## src/icl_pkg.sv

```systemverilog
`timescale 1ns / 1ps
// ----------------------------------------------------------------------------
// icl_pkg: shared types and codes for the indexed character list
// Opcodes, status codes and the per-cell update command.
// ----------------------------------------------------------------------------

package icl_pkg;

	// request opcodes
	typedef enum logic [2:0] {
		OP_APPEND = 3'd0,
		OP_INSERT = 3'd1,
		OP_DELETE = 3'd2,
		OP_READ   = 3'd3,
		OP_CLEAR  = 3'd4
	} opcode_t;

	// status codes
	localparam logic [1:0] ST_OK    = 2'd0;
	localparam logic [1:0] ST_RANGE = 2'd1;
	localparam logic [1:0] ST_FULL  = 2'd2;

	// field widths fixed by the interface
	localparam int ELEM_W   = 8;
	localparam int POS_W    = 5;
	localparam int COUNT_W  = 5;
	localparam int STATUS_W = 2;

	// update command broadcast to every cell, already checked for range and room
	typedef struct packed {
		logic app;
		logic ins;
		logic del;
	} cell_cmd_t;

endpackage

```

## src/icl_cell.sv

```systemverilog
`timescale 1ns / 1ps
// ----------------------------------------------------------------------------
// icl_cell: one slot of the list
// Holds one byte and takes the new word, its left or right neighbor, or keeps
// its own, depending on where it sits relative to the position and the count.
// ----------------------------------------------------------------------------

module icl_cell #(
	parameter int IDX = 0,
	parameter int PW  = 5
) (
	input  logic                            clk,
	input  icl_pkg::cell_cmd_t              cmd,
	input  logic [PW-1:0]                   pos,
	input  logic [PW-1:0]                   cnt,
	input  logic [icl_pkg::ELEM_W-1:0]      element,
	input  logic [icl_pkg::ELEM_W-1:0]      left,
	input  logic [icl_pkg::ELEM_W-1:0]      right,
	output logic [icl_pkg::ELEM_W-1:0]      data,
	output logic [icl_pkg::ELEM_W-1:0]      rd
);

	localparam logic [PW-1:0] MY_IDX = PW'(IDX);

	logic [icl_pkg::ELEM_W-1:0] data_q;
	logic [icl_pkg::ELEM_W-1:0] data_d;
	logic [PW:0]                idx_plus1;

	assign idx_plus1 = {1'b0, MY_IDX} + 1'b1;

	// next value of this slot
	always_comb begin
		data_d = data_q;
		if (cmd.app && (MY_IDX == cnt)) begin
			data_d = element;
		end else if (cmd.ins) begin
			if (MY_IDX == pos) begin
				data_d = element;
			end else if ((MY_IDX > pos) && (MY_IDX <= cnt)) begin
				data_d = left;
			end
		end else if (cmd.del) begin
			if ((MY_IDX >= pos) && (idx_plus1 < {1'b0, cnt})) begin
				data_d = right;
			end
		end
	end

	// slot storage, undefined until written
	always_ff @(posedge clk) begin
		data_q <= data_d;
	end

	assign data = data_q;

	// read tap, zero unless this slot is addressed
	assign rd = (MY_IDX == pos) ? data_q : '0;

endmodule

```

## src/indexed_char_list_unit.sv

```systemverilog
`timescale 1ns / 1ps
// ----------------------------------------------------------------------------
// indexed_char_list_unit: ordered byte list with positional insert and delete
// Append, insert, delete, read and clear on a list of up to CAPACITY bytes.
// ----------------------------------------------------------------------------

// One request is taken in every cycle: busy stays low, and the result word
// appears on read_value, status and count in the cycle after start, marked by
// done for exactly that cycle. The list lives in a row of CAPACITY cells; those
// from the addressed position to the end of the list shift toward or away from
// it at the same clock edge, so an insert or delete takes no longer than any other request. The
// result cannot be stalled; it must be taken in the cycle that done is high.

module indexed_char_list_unit #(
	parameter int CAPACITY = 16
) (
	input  logic                                clk,
	input  logic                                arst_n,
	input  logic                                start,
	output logic                                busy,
	input  logic [2:0]                          opcode,
	input  logic [icl_pkg::ELEM_W-1:0]          element,
	input  logic [icl_pkg::POS_W-1:0]           position,
	output logic                                done,
	output logic [icl_pkg::ELEM_W-1:0]          read_value,
	output logic [icl_pkg::STATUS_W-1:0]        status,
	output logic [icl_pkg::COUNT_W-1:0]         count
);

	localparam int CW = $clog2(CAPACITY + 1);
	localparam int PW = (CW > icl_pkg::POS_W) ? CW : icl_pkg::POS_W;

	logic [CW-1:0]                 cnt_q;
	logic [CW-1:0]                 cnt_d;
	logic [PW-1:0]                 cnt_x;
	logic [PW-1:0]                 pos_x;
	logic                          full;
	icl_pkg::cell_cmd_t            cmd;
	logic [icl_pkg::STATUS_W-1:0]  st_d;
	logic [icl_pkg::ELEM_W-1:0]    val_d;
	logic [icl_pkg::ELEM_W-1:0]    rd_or;
	logic [icl_pkg::ELEM_W-1:0]    cell_data [CAPACITY];
	logic [icl_pkg::ELEM_W-1:0]    cell_rd   [CAPACITY];
	logic                          done_q;
	logic [icl_pkg::ELEM_W-1:0]    val_q;
	logic [icl_pkg::STATUS_W-1:0]  st_q;
	logic [PW-1:0]                 cnt_out_x;

	assign busy  = 1'b0;
	assign cnt_x = PW'(cnt_q);
	assign pos_x = PW'(position);
	assign full  = (cnt_q == CW'(CAPACITY));

	// merge the read taps of all cells
	always_comb begin
		rd_or = '0;
		for (int i = 0; i < CAPACITY; i++) begin
			rd_or = rd_or | cell_rd[i];
		end
	end

	// decode the request and check range and room
	always_comb begin
		cmd   = '0;
		st_d  = icl_pkg::ST_OK;
		val_d = '0;
		cnt_d = cnt_q;
		case (icl_pkg::opcode_t'(opcode))
			icl_pkg::OP_APPEND: begin
				if (full) begin
					st_d = icl_pkg::ST_FULL;
				end else begin
					cmd.app = start;
					cnt_d   = cnt_q + 1'b1;
				end
			end
			icl_pkg::OP_INSERT: begin
				if (pos_x > cnt_x) begin
					st_d = icl_pkg::ST_RANGE;
				end else if (full) begin
					st_d = icl_pkg::ST_FULL;
				end else begin
					cmd.ins = start;
					cnt_d   = cnt_q + 1'b1;
				end
			end
			icl_pkg::OP_DELETE: begin
				if (pos_x >= cnt_x) begin
					st_d = icl_pkg::ST_RANGE;
				end else begin
					cmd.del = start;
					cnt_d   = cnt_q - 1'b1;
				end
			end
			icl_pkg::OP_READ: begin
				if (pos_x >= cnt_x) begin
					st_d = icl_pkg::ST_RANGE;
				end else begin
					val_d = rd_or;
				end
			end
			icl_pkg::OP_CLEAR: begin
				cnt_d = '0;
			end
			default: begin
				cnt_d = cnt_q;
			end
		endcase
	end

	// row of cells, each linked to its neighbors
	for (genvar i = 0; i < CAPACITY; i++) begin : g_cell
		logic [icl_pkg::ELEM_W-1:0] left_w;
		logic [icl_pkg::ELEM_W-1:0] right_w;

		if (i == 0) begin : g_first
			assign left_w = '0;
		end else begin : g_mid_l
			assign left_w = cell_data[i-1];
		end

		if (i == CAPACITY - 1) begin : g_last
			assign right_w = '0;
		end else begin : g_mid_r
			assign right_w = cell_data[i+1];
		end

		icl_cell #(
			.IDX (i),
			.PW  (PW)
		) u_cell (
			.clk     (clk),
			.cmd     (cmd),
			.pos     (pos_x),
			.cnt     (cnt_x),
			.element (element),
			.left    (left_w),
			.right   (right_w),
			.data    (cell_data[i]),
			.rd      (cell_rd[i])
		);
	end

	// count and result strobe
	always_ff @(posedge clk or negedge arst_n) begin
		if (!arst_n) begin
			cnt_q  <= '0;
			done_q <= 1'b0;
		end else begin
			done_q <= start;
			if (start) begin
				cnt_q <= cnt_d;
			end
		end
	end

	// result word
	always_ff @(posedge clk) begin
		if (start) begin
			val_q <= val_d;
			st_q  <= st_d;
		end
	end

	assign cnt_out_x  = PW'(cnt_q);
	assign done       = done_q;
	assign read_value = val_q;
	assign status     = st_q;
	assign count      = cnt_out_x[icl_pkg::COUNT_W-1:0];

`ifndef SYNTH
	// count never passes the capacity
	a_cnt_bound: assert property (@(posedge clk) disable iff (!arst_n)
		cnt_q <= CW'(CAPACITY))
		else $error("count above capacity");

	// a successful append grows the list by one
	a_append_grow: assert property (@(posedge clk) disable iff (!arst_n)
		(start && (opcode == icl_pkg::OP_APPEND) && !full)
		|=> (done && (cnt_q == CW'($past(cnt_q) + 1'b1))))
		else $error("append did not grow the list");

	// a failed request leaves the count alone
	a_fail_hold: assert property (@(posedge clk) disable iff (!arst_n)
		(done && (st_q != icl_pkg::ST_OK)) |-> (cnt_q == $past(cnt_q)))
		else $error("failed request changed the count");

	// a nonzero read word only comes with ok status
	a_read_ok: assert property (@(posedge clk) disable iff (!arst_n)
		(done && (val_q != '0)) |-> (st_q == icl_pkg::ST_OK))
		else $error("read value with error status");

	// the count moves only after an accepted request
	a_cnt_still: assert property (@(posedge clk) disable iff (!arst_n)
		!start |=> $stable(cnt_q))
		else $error("count moved without a request");
`endif

endmodule
```

## config.mk

```make
export PLATFORM = sky130hd
export DESIGN_NAME = indexed_char_list_unit
export DESIGN_NICKNAME = d
export VERILOG_FILES = /design/src/icl_pkg.sv /design/src/icl_cell.sv /design/src/indexed_char_list_unit.sv
export SDC_FILE = /design/constraint.sdc
export NUM_CORES = 1
export LEC_CHECK = 0
export BUFFER_PORTS_ARGS = -buffer_cell sky130_fd_sc_hd__clkbuf_2
export CELL_PAD_IN_SITES_DETAIL_PLACEMENT = 1
export CELL_PAD_IN_SITES_GLOBAL_PLACEMENT = 1
export CORE_MARGIN = 5
export CORE_UTILIZATION = 38
export CTS_BUF_LIST = sky130_fd_sc_hd__clkbuf_8
export CTS_CLUSTER_SIZE = 16
export DETAILED_ROUTE_END_ITERATION = 7
export GPL_TIMING_DRIVEN = 1
export HOLD_SLACK_MARGIN = 0.05
export PLACE_DENSITY = 0.67
export SKIP_LAST_GASP = 1
export SYNTH_ARGS = -nofsm -noshare
export SYNTH_HDL_FRONTEND = slang
export SYNTH_SLANG_ARGS = --single-unit
```

## constraint.sdc

```tcl
create_clock -name clk -period 4.2 [get_ports clk]
set_input_delay 0.42 -clock clk [delete_from_list [all_inputs] [get_ports clk]]
set_output_delay 0.42 -clock clk [all_outputs]
set_load 0.02 [all_outputs]
```

==> Word-level counts from Yosys, hierarchy flattened <==
Cells that the tools add are included.
{ "word_totals": {"output_inout_bits": 17, "rom_bits": 0, "ff_bits": 144, "memories": 0, "ram_bits": 0, "latchBits": 0, "wordCells": 386} }
{ "op_classes": {"reduce_logical": 103, "mux": 126, "mul": 0, "n_shift": 0, "addsub": 2, "order_cmp": 66, "bitwise_logic": 16, "n_eq_ne": 53, "div_mod_pow": 0} }
{ "ops": {"columns": ["op", "n"], "rows": [
  ["2-to-1 mux 8 bit", 112],
  ["bitwise OR 8 bit", 15],
  ["nonzero test 3 bit", 32],
  ["equality test 4 x 5 -> 1 bit, first input constant", 16],
  ["inequality test 4 x 1 -> 1 bit, second input constant", 16],
  ["logical AND 1 bit", 48],
  ["AND reduction 3 bit", 16],
  ["equality test 3 x 5 -> 1 bit, first input constant", 8],
  ["greater-or-equal comparator 4 x 5 -> 1 bit, first input constant", 8],
  ["> comparator 4 x 5 -> 1 bit, first input constant", 8],
  ["<= comparator 4 x 5 -> 1 bit, first input constant", 8],
  ["less-than comparator 4 x 5 -> 1 bit, first input constant", 8],
  ["equality test 2 x 5 -> 1 bit, first input constant", 4],
  ["greater-or-equal comparator 3 x 5 -> 1 bit, first input constant", 4],
  ["> comparator 3 x 5 -> 1 bit, first input constant", 4],
  ["<= comparator 3 x 5 -> 1 bit, first input constant", 4],
  ["less-than comparator 3 x 5 -> 1 bit, first input constant", 4],
  ["case mux 5 bit (4 select lines)", 1],
  ["2-to-1 mux 5 bit", 3],
  ["equality test 1 x 5 -> 1 bit, first input constant", 2],
  ["greater-or-equal comparator 1 x 5 -> 1 bit, first input constant", 2],
  ["greater-or-equal comparator 2 x 5 -> 1 bit, first input constant", 2],
  ["> comparator 1 x 5 -> 1 bit, first input constant", 2],
  ["> comparator 2 x 5 -> 1 bit, first input constant", 2],
  ["23 further kinds", 37]
]} }

==> Logic depth before layout (Yosys ltp) <==
Gate-level depths: netlist of run 1.
{ "logic_depth": {"ltp_word": 17, "depth_mapped": 12, "ltp_nobuf": 8} }

==> Modules after synthesis <==
A second synthesis of run 1 with hierarchy kept.
{ "hier_totals": {"hier_cells": 1273, "area_unflattened_um2": 11936.4} }
{ "modules_own_cells": {"columns": ["mod", "seq_area_each_um2", "n_inst", "area_each_um2", "cells_per_inst"], "rows": [
  ["indexed_char_list_unit", 450.4, 1, 1256.2, 130],
  ["icl_cell (g_cell[4].u_cell)", 240.2, 1, 764.5, 74],
  ["icl_cell (g_cell[11].u_cell)", 240.2, 1, 739.5, 76],
  ["icl_cell (g_cell[9].u_cell)", 240.2, 1, 701.9, 75],
  ["icl_cell (g_cell[10].u_cell)", 240.2, 1, 696.9, 79],
  ["icl_cell (g_cell[12].u_cell)", 240.2, 1, 684.4, 75],
  ["icl_cell (g_cell[8].u_cell)", 240.2, 1, 674.4, 75],
  ["icl_cell (g_cell[14].u_cell)", 240.2, 1, 671.9, 73],
  ["icl_cell (g_cell[6].u_cell)", 240.2, 1, 670.6, 70],
  ["icl_cell (g_cell[13].u_cell)", 240.2, 1, 665.6, 75],
  ["icl_cell (g_cell[15].u_cell)", 240.2, 1, 658.1, 74],
  ["icl_cell (g_cell[2].u_cell)", 240.2, 1, 653.1, 73],
  ["icl_cell (g_cell[3].u_cell)", 240.2, 1, 643.1, 68],
  ["icl_cell (g_cell[0].u_cell)", 240.2, 1, 640.6, 71],
  ["3 more rows", null, null, null, null]
]} }

==> Least setup slack after synthesis of run 1 <==
Ideal clock, no wire load.
{ "synth_timing": {"kind": "register to register", "from": "register cnt_q[1] (netlist: count[1])", "to": "register g_cell[11].u_cell.data_q (netlist bit g_cell[11].u_cell.data[0]), enable pin", "arrival_time_ps": 3090, "setup_time_ps": 404, "stages_incl_launch_ff": 9, "n_path_buf": 2, "setup_slack_ps": 706, "path_cell_list": "dfrtp_1 > clkbuf_1 > inv_1 > ha_1 > nor2b_1 > o21ai_2 > nand4_1 > clkbuf_1 > o311ai_0"} }
{ "synth_between": {"elab_chain_len": 6} }
{ "synth_lines": {"columns": ["element", "line_no", "source"], "rows": [
  ["start, declared", "indexed_char_list_unit.sv:33", "logic [CW-1:0] cnt_q;"],
  ["start signal, assigned", "indexed_char_list_unit.sv:152", "cnt_q <= cnt_d;"],
  ["parallel branches: the longest is 5 deep, another holds > comparator 5 bit", null, null],
  ["AND reduction 3 bit (no line) *", null, null],
  ["end signal, assigned", "icl_cell.sv:51", "data_q <= data_d;"],
  ["end, declared", "icl_cell.sv:25", "logic [icl_pkg::ELEM_W-1:0] data_q;"]
]} }
Every way passes the cells marked *.
A chain may end at the register's enable or synchronous reset.

==> Worst setup path in the final report of run 1 <==
{ "layout_timing": {"from": "register cnt_q[1] (netlist: count[1])", "to": "register g_cell[0].u_cell.data_q (netlist bit g_cell[0].u_cell.data[6]), data pin"} }
{ "layout_between": {"elab_chain_len": 6} }
{ "layout_lines": {"columns": ["element", "line_no", "source"], "rows": [
  ["parallel branches: the longest is 5 deep, another holds > comparator 5 bit", null, null],
  ["2-to-1 mux 8 bit *", "icl_cell.sv:34", "if (cmd.app && (MY_IDX == cnt)) begin"],
  ["via g_cell[0].u_cell.data_d, one bit", "icl_cell.sv:26", "logic [icl_pkg::ELEM_W-1:0] data_d;"],
  ["end signal, assigned", "icl_cell.sv:51", null],
  ["end, declared", "icl_cell.sv:25", null]
]} }
Mark *: on every way through the listed nets, which the timed path passes.

==> flow_metrics.env, run 1 <==
export IMPL_outcome="finished clean"
export IMPL_port_buffers=34
export IMPL_synth_flop_cell="edfxtp_1"
export IMPL_fin_skew_ps=16.59
export IMPL_clkTransAtPathRegs_ps=90
export IMPL_grt_overflow=0
export IMPL_hold_viol=0
export IMPL_antenna_found_initial=0
export IMPL_synth_area_leaders="edfxtp_1 46%, o22ai_1 8.0%, a21oi_1 5.4%"
export IMPL_synth_area_per_cell_sq_um=10.26
export IMPL_clkSinkCount=144
export IMPL_hp_class="input pin to flip-flop"
export IMPL_async_flop_share_pct=4.167
export IMPL_p_per_area_nw_per_um2=421.4
export IMPL_vias=8581
export IMPL_grt_setup_unrepaired="no"
export IMPL_start_util_pct=38.69
export IMPL_syn_to_final_growth_pct=8.501
export IMPL_max_slew_worst_pin_slew_ps=1108
export IMPL_coreArea_sq_um=23470
export IMPL_combPwrFrac_pct=31.0
export IMPL_critPathMaxStageDelay_ps=570
export IMPL_wl_per_cell_um=32.27
export IMPL_first_pass_iters=6
export IMPL_cts_root_buffer_cell="clkbuf_8"
export IMPL_internal_power_w=0.002523
export IMPL_diodes=0
export IMPL_ant_nets=0
export IMPL_worst_ir_drop_vdd_mv=0.1927
export IMPL_netlist_area_sq_um=9081
export IMPL_worstSetupPathType="flip-flop to flip-flop"
export IMPL_drt_iter0_drc=1401
export IMPL_cts_resized=0
export IMPL_fin_crit_sh_pct=85.94
export IMPL_clk_latency_ps=480
export IMPL_drv_slew=0
export IMPL_synth_cell_type_count=73
export IMPL_p_leak_nw=3.280
export IMPL_max_freq_mhz=277.0
export IMPL_start_kind="flip-flop"
export IMPL_die_area_sq_um=27090
export IMPL_final_cells=1224
export IMPL_path_cells="inv_1 -> ha_1 -> nand4bb_1 -> and3_1 -> nand2_2 -> nor2_4 -> buf_4 -> a21oi_1 -> a22o_1"
export IMPL_clock_path_buffers=2
export IMPL_min_period_ps=3610
export IMPL_cp_slowest_cell="dfrtp_1"
export IMPL_p_clk_share_pct=27.2
export IMPL_gp_congestion=0.9800
export IMPL_ios=36
export IMPL_fin_hold_ws_ps=279.4
export IMPL_p_seq_share_pct=41.9
export IMPL_grt_max_degree=53
export IMPL_yosys_area_top_type="edfxtp_1"
export IMPL_dpl_hpwl_um=28850
export IMPL_drc_errors=0
export IMPL_viasPerCell=7.011
export IMPL_p_sw_w=0.001630
export IMPL_die_height_um=164.6
export IMPL_yosysSeqAreaShare_pct=47.29
export IMPL_track_usage_pct=29.07
export IMPL_path_buf_inv=2
export IMPL_synth_edf_count=138
export IMPL_synth_top_area_share_pct=45.63
export IMPL_cts_hold_buffers=1
export IMPL_syn_inst=885
export IMPL_post_cts_buffers=0
export IMPL_grt_pass1_vias=8287
export IMPL_grt_pass1_wl_um=57350
export IMPL_routed_wl_um=39500
export IMPL_timing_setup_tns_ps=0
export IMPL_synthesis_nets=914
export IMPL_required_ps=4440
export IMPL_drive_gt1_share_pct=15.91
export IMPL_crit_family="simple AND/OR/NAND/NOR gates"
export IMPL_cts_tree="built"
export IMPL_relSlewSlack_pct=25.85
export IMPL_ys_ff_latch=144
export IMPL_cp_end_kind="flip-flop"
export IMPL_setup_viol=0
export IMPL_yosysWarningCount=0
export IMPL_core_rowCount=56
export IMPL_swShare_pct=39.25
export IMPL_dp_cells=1191
export IMPL_cap_viol_max_count=0
export IMPL_finalNetCount=921
export IMPL_cts_htree_levels=4
export IMPL_path_max_fanout=52
export IMPL_die_w_um=164.6
export IMPL_numCtsBuffers=17
export IMPL_arrival_ps=3850
through the flow:
| stage | setup slack [ps] | total power (W) | util, % | area, sq um |
|---|---|---|---|---|
| floorplan | 705.9 | 0.002595 | - | 9081 |
| global placement | 880.8 | 0.003005 | 40.31 | 9463 |
| detailed placement | 721.5 | 0.003009 | 40.31 | 9463 |
| CTS | 695.0 | 0.004119 | 41.98 | 9853 |
| global route | 465.4 | 0.004308 | 41.98 | 9853 |
| finish | 590.4 | 0.004153 | 41.98 | 9853 |
sequential cells by signal (all words and copies together) (netlist names):
name	cells
count	5
g_cell.u_cell.data	128
read_value	8
status	2
done	1
placed cells by master, fill, tap and decap left out, types with 6 or more instances in the layout:
cell       synthesis  routed
nor2_2             7       7
nand4_1           10      10
nor2_1           103     103
clkbuf_2           1      34
nor2b_1           16      16
edfxtp_1         138     138
nor3_1             6       6
clkbuf_8           0      17
nand2_2           11      11
a2bb2oi_1         35      35
o21ai_0           15      15
o22ai_1          116     116
nor3_4             7       7
buf_4             10      21
a22oi_1           47      47
inv_1              9       9
nand2_1           25      25
inv_6              0       6
or3_1             16      16
a22o_1            29      29
dfrtp_1            6       6
a21oi_1           98      98
a221oi_1           9       9
a31oi_1            9       9
ha_1              10      10
power by group through the flow:
stage               Sequential [W]  Combinational [W]  Clock, W
finish                     0.00174            0.00129   0.00113
global route               0.00174            0.00136   0.00120
global placement           0.00176            0.00124         0
CTS                        0.00173            0.00125   0.00113
detailed placement         0.00177            0.00124         0
floorplan                  0.00176           0.000834         0
metal layers:
| layer | part of all wire [%] | up-vias | track usage [%] | wire, um |
|---|---|---|---|---|
| li1 | - | 3580 | - | - |
| met1 | 40 | 4266 | 40.19 | 15990 |
| met2 | 44 | 613 | 43.76 | 17370 |
| met3 | 11 | 122 | 6.888 | 4322 |
| met4 | 4.6 | 0 | 12.29 | 1822 |
| met5 | 0 | - | 0 | 0 |
cells in the mapped netlist, types with 3 or more instances:
cell and count:
inv_1 9, or3_1 16, a22oi_1 47, a21boi_4 5
or2_2 4, nor3_1 6, o21ai_1 3, clkbuf_1 29
ha_1 10, buf_4 10, nand2b_1 4, and2_1 4
nor2_1 103, buf_6 5, nand3_1 4, o41a_4 4
nor2_2 7, dfrtp_1 6, a31oi_1 9, o31a_1 4
a2bb2oi_1 35, edfxtp_1 138, nor3_4 7, nand2_2 11
buf_2 24, nand4_1 10, nor2b_1 16, o2bb2a_4 4
and3_1 5, a21oi_1 98, nand2_1 25, a221oi_1 9
o21ai_0 15, o31ai_1 5, a21o_1 3, o22ai_1 116
a22o_1 29
cell families after synthesis:
kind of cell               count (synthesis)  share of synthesized area [%]
adders and majority gates                 10                          1.378
muxes                                      1                         0.1240
AOI/OAI and AO/OA                        411                          32.52
other                                      1                        0.04129
DFF                                      144                          47.29
buffers and inverters                     79                          4.436
and+or+nand+nor                          239                          14.22
cell type report:
type	instances	area [sq um]
tap	319	399.1
sequential	144	4294
fill	2639	13620
clock inverter	15	146.4
clock buffer	17	234.0
inverter	10	37.54
timing repair buffer	57	357.8
multi-input combinational	662	4384
path summary, 6_finish.rpt:
| path | from | end | slack (ps) | cells past startpoint |
|---|---|---|---|---|
| setup / recovery | count[1]$_DFFE_PN0P_ | g_cell[0].u_cell.data[6]$_DFFE_PP_ | 590 | 9 |
| hold / removal | start | done$_DFF_PN0_ | 280 | 1 |
| setup reg to reg | count[1]$_DFFE_PN0P_ | g_cell[0].u_cell.data[6]$_DFFE_PP_ | 590 | 9 |
| hold reg to reg | g_cell[14].u_cell.data[1]$_DFFE_PP_ | g_cell[15].u_cell.data[1]$_DFFE_PP_ | 680 | 1 |
| max in group asynchronous | arst_n | count[1]$_DFFE_PN0P_ | 3690 | 2 |
| min in group asynchronous | arst_n | count[4]$_DFFE_PN0P_ | 320 | 2 |
Note: power is estimated with default switching activity, not from simulation.
==> run 2: changes to the inputs <==
--- a/config.mk
+++ b/config.mk
@@ -15,8 +15,9 @@
 export DETAILED_ROUTE_END_ITERATION = 7
 export GPL_TIMING_DRIVEN = 1
 export HOLD_SLACK_MARGIN = 0.05
-export PLACE_DENSITY = 0.67
+export PLACE_DENSITY = 0.68
 export SKIP_LAST_GASP = 1
 export SYNTH_ARGS = -nofsm -noshare
 export SYNTH_HDL_FRONTEND = slang
+export SYNTH_HIERARCHICAL = 1
 export SYNTH_SLANG_ARGS = --single-unit
==> flow_metrics.env, run 2 <==
export IMPL_outcome="finished clean"
export IMPL_hold_viol=0
export IMPL_synth_area_per_cell_sq_um=9.377
export IMPL_synth_top_family_by_area="simple AND/OR/NAND/NOR gates"
export IMPL_dpl_hpwl_um=29870
export IMPL_fin_crit_sh_pct=77.32
export IMPL_drv_slew=0
export IMPL_synthXorXnorAreaFrac_pct=0.2935
export IMPL_cts_hold_buffers=1
export IMPL_clkTransAtPathRegs_ps=100
export IMPL_fin_ws_ps=952.8
export IMPL_synth_edf_count=138
export IMPL_cts_root_buffer_cell="clkbuf_8"
export IMPL_cts_htree_levels=4
export IMPL_netlist_area_sq_um=11940
export IMPL_dp_cells=1676
export IMPL_drt_iter0_drc=1018
export IMPL_drive_gt1_share_pct=20.49
export IMPL_port_buffers=34
export IMPL_max_freq_mhz=308.0
export IMPL_vias=10780
export IMPL_ys_ff_latch=144
export IMPL_grt_max_degree=80
export IMPL_clkSinkCount=144
export IMPL_hp_class="input pin to async pin"
export IMPL_viasPerCell=6.308
export IMPL_numCtsBuffers=17
export IMPL_multi_input_area_sq_um=7286
export IMPL_gp_congestion=0.8466
export IMPL_synth_flop_cell="edfxtp_1"
export IMPL_synth_area_leaders="edfxtp_1 35%, and2_1 6.1%, nor3_1 4.6%"
export IMPL_arrival_ps=3370
export IMPL_synth_cell_type_count=104
export IMPL_cap_viol_max_count=0
export IMPL_coreArea_sq_um=30830
export IMPL_final_cells=1709
export IMPL_cp_slowest_cell="dfrtp_4"
export IMPL_async_flop_share_pct=4.167
export IMPL_yosysWarningCount=6
export IMPL_final_common_cell="edfxtp_1"
export IMPL_cts_resized=0
export IMPL_layout_common_cells="138 x edfxtp_1, 116 x and2_1, 110 x nor3_1"
export IMPL_path_max_fanout=10
export IMPL_routed_wl_um=43330
export IMPL_synthAdderAreaFrac_pct=1.101
export IMPL_synth_mux_area_fraction_pct=3.229
export IMPL_synth_top_area_share_pct=34.72
export IMPL_clock_path_buffers=2
export IMPL_fin_hold_ws_ps=276.7
export IMPL_grt_setup_unrepaired="no"
export IMPL_ios=36
export IMPL_syn_inst=1273
export IMPL_fin_skew_ps=19.07
export IMPL_synth_compound_area_share_pct=16.46
export IMPL_max_slew_worst_pin_slew_ps=978.8
export IMPL_track_usage_pct=24.34
export IMPL_fill_cells=3494
export IMPL_start_util_pct=38.72
export IMPL_post_cts_buffers=0
export IMPL_cts_tree="built"
export IMPL_grt_overflow=0
export IMPL_start_kind="flip-flop"
export IMPL_p_per_area_nw_per_um2=345.5
export IMPL_die_area_sq_um=35060
export IMPL_first_pass_iters=5
export IMPL_syn_to_final_growth_pct=8.721
export IMPL_yosysSeqAreaShare_pct=35.97
export IMPL_relSlewSlack_pct=34.75
export IMPL_yosys_area_share_simple_pct=38.17
export IMPL_drc_errors=0
export IMPL_stdcell_area_sq_um=12980
export IMPL_yosys_area_top_type="edfxtp_1"
export IMPL_setup_viol=0
export IMPL_grt_pass1_wl_um=67250
export IMPL_synth_most_common_cell="edfxtp_1"
export IMPL_largest_register_ffs=128
export IMPL_required_ps=4320
export IMPL_worstSetupPathType="flip-flop to flip-flop"
export IMPL_cp_end_kind="flip-flop"
export IMPL_diodes=0
export IMPL_dpl_worst_slack_ps=943.2
export IMPL_wl_per_cell_um=25.35
export IMPL_grt_pass1_vias=10855
export IMPL_clk_latency_ps=490
export IMPL_ant_nets=0
export IMPL_antenna_found_initial=1
export IMPL_placed_area_sq_um=12600
export IMPL_path_cells="inv_4 -> ha_4 -> and3_4 -> o21ai_2 -> nand3_2 -> a211oi_4 -> clkinv_1 -> o21ai_4 -> a31oi_1 -> a31oi_2"
export IMPL_finalNetCount=1328
export IMPL_finalPower_w=0.004483
export IMPL_seqCellArea_sq_um=4310
export IMPL_p_leak_nw=4.240
export IMPL_min_period_ps=3247
export IMPL_core_rowCount=64
export IMPL_synth_common_cells="138 x edfxtp_1, 116 x and2_1, 110 x nor3_1"
export IMPL_die_height_um=187.2
export IMPL_die_w_um=187.2
export IMPL_critPathMaxStageDelay_ps=500
export IMPL_worst_ir_drop_vdd_mv=0.4330
==> run 2: power breakdown <==
group          internal, W  total, W  switching, W
Clock             0.000472   0.00112      0.000652
Sequential         0.00168   0.00176     0.0000778
Combinational     0.000536   0.00160       0.00107
==> run 2: final cells by class <==
| type | count | area share, % |
|---|---|---|
| Inverter | 22 | 0.6749 |
| Multi-Input combinational cell | 1052 | 56.14 |
| Clock buffer | 17 | 1.803 |
| Tap cell | 396 | 3.818 |
| Sequential cell | 144 | 33.21 |
| Timing Repair Buffer | 63 | 3.297 |
| Clock inverter | 15 | 1.051 |
==> run 2: worst max-delay path, delay by kind of cell (launching register included) <==
family	cells	cell delay, ps
compound gates	5	1320
flops	1	500
buf+inv	2	500
simple gates	2	360
fa+ha+maj	1	210
==> run 2: cells by family (layout without fill, tap and decap cells) <==
logic type	Yosys count	count (layout)
simple gates	738	738
flops	144	144
other cells	1	17
compound gates	247	247
mux	36	36
fa+ha+maj	10	10
xor+xnor	4	4
buf+inv	93	117
==> run 2: final timing paths <==
kind	from	endpoint	slack, ps	cells past startpoint
hold reg to reg	count[0]$_DFFE_PN0P_	count[0]$_DFFE_PN0P_	620	1
setup / recovery	count[4]$_DFFE_PN0P_	g_cell[7].u_cell/data[3]$_DFFE_PP_	950	10
setup reg to reg	count[4]$_DFFE_PN0P_	g_cell[7].u_cell/data[3]$_DFFE_PP_	950	10
min in group clk	start	done$_DFF_PN0_	320	2
hold / removal	arst_n	count[4]$_DFFE_PN0P_	280	2
max in group asynchronous	arst_n	count[1]$_DFFE_PN0P_	3740	2
==> run 2: metrics by stage <==
step,utilization [%],setup TNS (ps)
5_1_grt,42.09,0
4_1_cts,42.09,0
3_3_place_gp,40.86,0
3_5_place_dp,40.86,0
6_report,42.09,0
2_1_floorplan,-,-8147
==> run 2: routing by layer <==
| layer | share of wire (%) | GRT usage [%] |
|---|---|---|
| met1 | 46 | 35.11 |
| met2 | 46 | 38.33 |
| met3 | 5.9 | 3.527 |
| met4 | 2.0 | 6.456 |
| met5 | 0 | 0 |
==> run 3: changes to the inputs <==
==> constraint.sdc (replaced) <==
create_clock -name clk -period 3.05 [get_ports clk]
set_input_delay 0.305 -clock clk [delete_from_list [all_inputs] [get_ports clk]]
set_output_delay 0.305 -clock clk [all_outputs]
set_load 0.02 [all_outputs]
==> flow_metrics.env, run 3 (synthesis results as in run 2) <==
export IMPL_dpl_hpwl_um=31290
export IMPL_worst_ir_drop_vdd_mv=0.7152
export IMPL_drive_gt1_share_pct=25.39
export IMPL_ant_nets=0
export IMPL_finalPower_w=0.006441
export IMPL_cap_viol_max_count=0
export IMPL_first_pass_iters=7
export IMPL_antenna_found_initial=0
export IMPL_drv_slew=0
export IMPL_fin_crit_sh_pct=98.46
export IMPL_clkTransAtPathRegs_ps=100
export IMPL_core_rowCount=64
export IMPL_fill_cells=3504
export IMPL_start_util_pct=38.72
export IMPL_p_seq_share_pct=37.7
export IMPL_max_slew_worst_pin_slew_ps=956.4
export IMPL_grt_pass1_vias=11474
export IMPL_die_area_sq_um=35060
export IMPL_largest_register_ffs=128
export IMPL_clk_latency_ps=480
export IMPL_ios=36
export IMPL_die_w_um=187.2
export IMPL_cp_end_kind="flip-flop"
export IMPL_drt_iter0_drc=956
export IMPL_outcome="finished clean"
export IMPL_grt_pass1_wl_um=69170
export IMPL_worstSetupPathType="flip-flop to flip-flop"
export IMPL_grt_max_degree=73
export IMPL_track_usage_pct=25.02
export IMPL_port_buffers=34
export IMPL_path_max_fanout=72
export IMPL_diodes=0
export IMPL_internal_power_w=0.003931
export IMPL_p_clk_share_pct=25.7
export IMPL_viasPerCell=6.285
export IMPL_routed_wl_met2_um=20690
export IMPL_fin_skew_ps=19.74
export IMPL_cts_root_buffer_cell="clkbuf_8"
export IMPL_arrival_ps=3200
export IMPL_cp_startpoint="count[1]$_DFFE_PN0P_"
export IMPL_required_ps=3250
export IMPL_multi_input_area_sq_um=7543
export IMPL_grt_overflow=0
export IMPL_min_period_ps=3003
export IMPL_syn_to_final_growth_pct=14.86
export IMPL_routed_wl_met3_um=2447
export IMPL_seqCellArea_sq_um=4310
export IMPL_clkSinkCount=144
export IMPL_final_common_cell="edfxtp_1"
export IMPL_final_core_util_pct=44.47
export IMPL_layout_common_cells="138 x edfxtp_1, 116 x and2_1, 106 x nor3_1"
export IMPL_cts_htree_levels=4
export IMPL_wl_met1_um=20650
export IMPL_top_layer="met4"
export IMPL_gp_congestion=0.8795
export IMPL_coreArea_sq_um=30830
export IMPL_cts_tree="built"
export IMPL_wl_per_cell_um=25.55
export IMPL_combPwrFrac_pct=36.7
export IMPL_p_sw_w=0.002510
export IMPL_clock_path_buffers=2
export IMPL_swShare_pct=38.97
export IMPL_finalNetCount=1378
export IMPL_relSlewSlack_pct=36.24
export IMPL_hp_class="input pin to async pin"
export IMPL_die_height_um=187.2
export IMPL_max_freq_mhz=333.0
export IMPL_hold_viol=0
export IMPL_start_kind="flip-flop"
export IMPL_p_leak_nw=4.620
export IMPL_p_per_area_nw_per_um2=469.8
export IMPL_grt_setup_unrepaired="yes"
export IMPL_vias=11056
export IMPL_setup_viol=0
export IMPL_routed_wl_um=44940
export IMPL_numCtsBuffers=17
export IMPL_r2r_start="count[1]$_DFFE_PN0P_"
export IMPL_drc_errors=0
==> run 3: final timing paths <==
check | endpoint | slack (ps) | cells past startpoint
worst max-delay path | g_cell[10].u_cell/data[2]$_DFFE_PP_ | 50 | 11
worst min-delay path | count[3]$_DFFE_PN0P_ | 180 | 2
worst max register to register | g_cell[10].u_cell/data[2]$_DFFE_PP_ | 50 | 11
worst min register to register | count[2]$_DFFE_PN0P_ | 660 | 2
max in group asynchronous | count[2]$_DFFE_PN0P_ | 2690 | 2
min in group clk | done$_DFF_PN0_ | 230 | 2
==> run 3: metrics by stage <==
stage | hold WS [ps] | TNS (ps) | setup WS, ps | std cells | instance area [sq um]
after global placement | 141.1 | 0 | 168.0 | 1724 | 13190
after CTS | 137.0 | 0 | 10.84 | 1757 | 13600
after detailed placement | 145.4 | 0 | 36.93 | 1724 | 13190
final | 178.7 | 0 | 47.07 | 1759 | 13710
after floorplan | 9.409 | -255910 | -1668 | 1289 | 12470
after global routing | 159.3 | -1193 | -97.11 | 1759 | 13710
==> run 3: power by group through the flow <==
| stage | sequential, W | clock [W] | combinational, W |
|---|---|---|---|
| 2_1_floorplan | 0.00277 | 0 | 0.00122 |
| 3_3_place_gp | 0.00246 | 0 | 0.00225 |
| 3_5_place_dp | 0.00247 | 0 | 0.00232 |
| 4_1_cts | 0.00243 | 0.00169 | 0.00233 |
| 5_1_grt | 0.00244 | 0.00178 | 0.00254 |
| 6_report | 0.00243 | 0.00165 | 0.00236 |
==> run 3: final cells by class <==
cell class                      count  share of cell area (%)
Timing Repair Buffer              113                   6.333
Clock inverter                     15                   1.223
Tap cell                          396                   3.614
Sequential cell                   144                   31.44
Multi-Input combinational cell   1052                   55.02
Clock buffer                       17                   1.707
Inverter                           22                  0.6662
==> run 3: repair_timing <==
| action | 4_1_cts | 5_1_grt |
|---|---|---|
| gates resized for setup | 0 | 11 |
| buffers inserted | 0 | 1 |
| endpoints found under the setup margin | 0 | 83 |
| endpoints found under the hold margin | 6 | 0 |
| hold buffers | 1 | 0 |
==> run 3: worst max-delay path, cell delays in order, from the launching register on <==
cell	delay (ps)
dfrtp_4	520
inv_4	80
ha_4	200
nor2b_4	130
o21ai_2	170
nand3_2	160
a211oi_4	300
buf_4	220
buf_16	270
inv_1	150
a41oi_1	290
o21ai_4	180
==> run 3: layer usage <==
layer	up-vias	GRT usage, %
li1	5058	-
met1	5587	34.99
met2	349	40.05
met3	62	3.770
met4	0	7.793
met5	-	0
